==> src/hw/rtl/pbba_pkg.sv <==
// shared types and constants for the per-bone bounding box accumulator
package pbba_pkg;

    localparam int BONE_COUNT     = 64;
    localparam int MAX_INFLUENCES = 4;
    localparam int INFL_FIELDS    = 4;
    localparam int BONE_W         = 6;
    localparam int COORD_W        = 32;
    localparam int WC_W           = 3;
    localparam int IDX_W          = $clog2(INFL_FIELDS + 1);
    localparam int SEL_W          = $clog2(INFL_FIELDS);
    localparam int CFG_AW         = 3;
    localparam int CFG_DW         = 32;

    typedef enum logic [1:0] {
        OP_CLEAR   = 2'd0,
        OP_ADD     = 2'd1,
        OP_RD_ALL  = 2'd2,
        OP_RD_BONE = 2'd3
    } t_op;

    typedef logic signed [COORD_W-1:0] t_coord;
    typedef logic [BONE_W-1:0]         t_bone;

    typedef struct packed {
        logic [1:0]             op;
        t_coord                 pos_x;
        t_coord                 pos_y;
        t_coord                 pos_z;
        t_bone                  bone_a;
        t_bone                  bone_b;
        t_bone                  bone_c;
        t_bone                  bone_d;
        logic [INFL_FIELDS-1:0] weight_nonzero;
        t_bone                  read_bone;
    } t_in_item;

    typedef struct packed {
        logic   box_empty;
        t_coord min_x;
        t_coord min_y;
        t_coord min_z;
        t_coord max_x;
        t_coord max_y;
        t_coord max_z;
    } t_out_item;

    // corners as x, y, z lanes
    typedef struct packed {
        t_coord [2:0] mn;
        t_coord [2:0] mx;
    } t_box;

endpackage

==> src/hw/rtl/pbba_cfg.sv <==
// configuration register file on the apb port
module pbba_cfg import pbba_pkg::*; (
    input  logic              i_clk,
    input  logic              i_rst_n,
    input  logic              psel,
    input  logic              penable,
    input  logic              pwrite,
    input  logic [CFG_AW-1:0] paddr,
    input  logic [CFG_DW-1:0] pwdata,
    output logic [CFG_DW-1:0] prdata,
    output logic              pready,
    output logic [WC_W-1:0]   o_weight_count
);

    localparam logic [CFG_AW-1:0] ADDR_WEIGHT_COUNT = CFG_AW'(0);
    localparam logic [WC_W-1:0]   WC_RESET          = WC_W'(4);

    logic [WC_W-1:0] r_weight_count;

    always_ff @(posedge i_clk) begin
        if (!i_rst_n) begin
            r_weight_count <= WC_RESET;
        end else if (psel && penable && pwrite && paddr == ADDR_WEIGHT_COUNT) begin
            r_weight_count <= pwdata[WC_W-1:0];
        end
    end

    always_comb begin
        prdata = '0;
        if (paddr == ADDR_WEIGHT_COUNT) begin
            prdata = CFG_DW'(r_weight_count);
        end
    end

    assign pready         = 1'b1;
    assign o_weight_count = r_weight_count;

endmodule

==> config.mk <==
export PLATFORM = sky130hd
export DESIGN_NAME = pbba_cfg
export DESIGN_NICKNAME = d
export VERILOG_FILES = /design/src/hw/rtl/pbba_pkg.sv /design/src/hw/rtl/pbba_cfg.sv
export SDC_FILE = /design/constraint.sdc
export NUM_CORES = 1
export LEC_CHECK = 0
export BUFFER_PORTS_ARGS = -buffer_cell sky130_fd_sc_hd__buf_4
export CAP_MARGIN = 10
export CORE_UTILIZATION = 27
export CTS_CLUSTER_SIZE = 10
export DETAILED_ROUTE_END_ITERATION = 6
export GPL_ROUTABILITY_DRIVEN = 0
export PLACE_DENSITY_LB_ADDON = 0.12
export SLEW_MARGIN = 20
export SYNTH_ARGS = -nofsm -noshare
export SYNTH_HDL_FRONTEND = slang
export SYNTH_SLANG_ARGS = --single-unit
export TNS_END_PERCENT = 10
==> constraint.sdc <==
create_clock -name i_clk -period 2.3 [get_ports i_clk]
set_input_delay 0.345 -clock i_clk [delete_from_list [all_inputs] [get_ports i_clk]]
set_output_delay 0.345 -clock i_clk [all_outputs]
set_load 0.05 [all_outputs]
==> impl_metrics.ini <==
[placement]
placed_cells = 79
hpwlAfterDp_um = 459
io_buffers = 16

[synth]
synth_area_leader_cell = buf_4
yosys_warnings = 0
synthXorXnorAreaFrac = 0
yosysSeqAreaShare = 0.150
synth_compound_area_frac = 0.0654
synth.avg_cell_area_um2 = 8.03
synth_cell_types = 14
synthSimpleGateAreaFrac = 0.196
synth_top_family_by_area = buffers and inverters
synthCells = 50
ys_top_cells_by_area = buf_4, dfxtp_1, and2_2
synth.cell_area_um2 = 402
synth_top_area_frac = 0.561
ys_seq_elements = 3
synthAdderAreaFrac = 0
synthMuxAreaShare = 0

[route]
routed_via_density = 3.30
drc = 0
wl_per_cell_um = 6.66
wl_um = 553
vias = 274
drtIter0Drc = 8
ant_nets = 0
drt-pass1-iter-count = 3

[critical_path]
end_kind = output port
worstPathRequired_ns = 1.96
rr_worst_depth = 2
reg2reg_from = o_weight_count[2]$_SDFFE_PN1P_
rrSetupSlack_ns = 1.70
timing.rr.end = o_weight_count[2]$_SDFFE_PN1P_
path_class = input pin to output port
cp_max_fo = 7
critPathLaunch = paddr[1]
cp.arrival_ns = 1.13
start_kind = input pin
endpoint = prdata[2]

[clock_tree]
clk_latency_ns = 0.23
cts_resized = 0
cts_tree = done
ctsRootBufferMaster = clkbuf_4
clockBufferDepth = 2
clock-sinks = 3
numCtsBuffers = 3
cts_hold_buf = 0
ctsHtreeMaxLevel = 1
postCtsSetupRepairBufs = 0
clk_pin_slew_worst_paths_ns = 0.04

[sta]
fin_crit_ns = 1.48
post-route-period-util = 0.643
rsz0062_at_grt = false
clock.fmax_ghz = 0.676
whs_ns = 0.329
hold_viol_final = 0
finalMaxSlewViolations = 0
setup_viol = 0
skew_ns = 0
tns_ns = 0

[power]
ir_worst_vdd_v = 0.000166
seq_power_share = 0.191
power.total_w = 0.000278
netSwitchingFraction = 0.524
power_density_mw_per_mm2 = 623
comb_power_share = 0.478
leakage_nw = 0.260
switchingPower_w = 0.000146
p_clk_frac = 0.331
p_int_w = 0.000132

[hold_path]
hold_start = i_rst_n
hold_path_class = input pin to flop

[layout]
num_antenna_cells = 0
mostFrequentLayoutCells = conb_1, buf_4, and2_2, clkbuf_4, dfxtp_1
area_growth_pct = 11.2
finalNonFillerCells = 83
nNetsFinal = 109
fin_util = 0.331
largest_reg_flops = 3
layout_commonest_cell = conb_1
drive_gt1_frac = 0.382
fillerInstances = 157

[grt]
grt_pass1_wl_um = 717
antenna_found_initial = 0
overflow = 0
grt_pass1_vias = 179
grt_max_degree = 8
gr-usage-all-layers = 0.0804

[floorplan]
die_area_mm2 = 0.00165
core.rowCount = 13
start_util = 0.297
chipHeight_um = 40.6
ios = 76
fp.dieW_um = 40.6
core_region_area_mm2 = 0.00135

[status]
status = finished clean

[run]
drv_cap = 0
-- power by group through the flow --
stage          registers [W]  logic [W]  clock network (W)
4_1_cts            0.0000532   0.000132          0.0000969
3_3_place_gp       0.0000539   0.000132                  0
3_5_place_dp       0.0000540   0.000132                  0
6_report           0.0000532   0.000133          0.0000921
5_1_grt            0.0000531   0.000140           0.000107
2_1_floorplan      0.0000555   0.000153                  0
-- logic make-up (layout without fill, tap and decap cells) --
| kind of cell | count (synthesis) | count (layout) |
|---|---|---|
| flops | 3 | 3 |
| simple gates | 11 | 11 |
| other cells | 2 | 30 |
| compound gates | 3 | 3 |
| buf+inv | 31 | 21 |
-- per-layer routing --
layer  routed length [um]  vias up  global-route usage
li1                     -      135                   -
met1                  218      107              0.0749
met2                  252       30              0.0952
met3                   61        2              0.0333
met4                   21        0               0.150
met5                    0        -                   0
-- metrics by stage --
step                      setup WS, ns  cell area, um^2
after floorplan                  0.931              507
after global placement           0.830              420
after detailed placement         0.826              420
after CTS                        0.825              447
after global routing             0.778              447
final                            0.821              447
-- critical path, cell delays in order --
cell    delay [ns]
buf_4         0.12
nor3_4        0.29
and2_2        0.19
buf_4         0.19
-- area by class of cell --
cell class | count | area (um^2) | share of cell area
flip-flops and latches | 3 | 60.1 | 0.134
multi-input cells | 44 | 218 | 0.487
clock buffers | 4 | 26.3 | 0.0588
well taps | 15 | 18.8 | 0.0420
inverters | 1 | 3.75 | 0.00840
repair buffers | 16 | 120 | 0.269
-- cell usage after synthesis --
library cell / instances
and2_2: 3
and2_4: 1
and3_1: 1
buf_4: 30
conb_1: 2
dfxtp_1: 3
inv_1: 1
nand2_1: 2
nand3_1: 1
nand4_1: 2
nor3_4: 1
o211ai_2: 1
o21ai_1: 1
o21ai_2: 1
-- worst min path at each step --
stage                                     endpoint  slack [ns]  cells past startpoint
floorplan           o_weight_count[2]$_SDFFE_PN1P_        0.41                      1
CTS                 o_weight_count[2]$_SDFFE_PN1P_        0.32                      2
detailed placement  o_weight_count[1]$_SDFFE_PN0P_        0.48                      2
global placement    o_weight_count[0]$_SDFFE_PN0P_        0.46                      2
global route        o_weight_count[2]$_SDFFE_PN1P_        0.32                      2
finish              o_weight_count[2]$_SDFFE_PN1P_        0.33                      2
(Power assumes the default switching activity.)
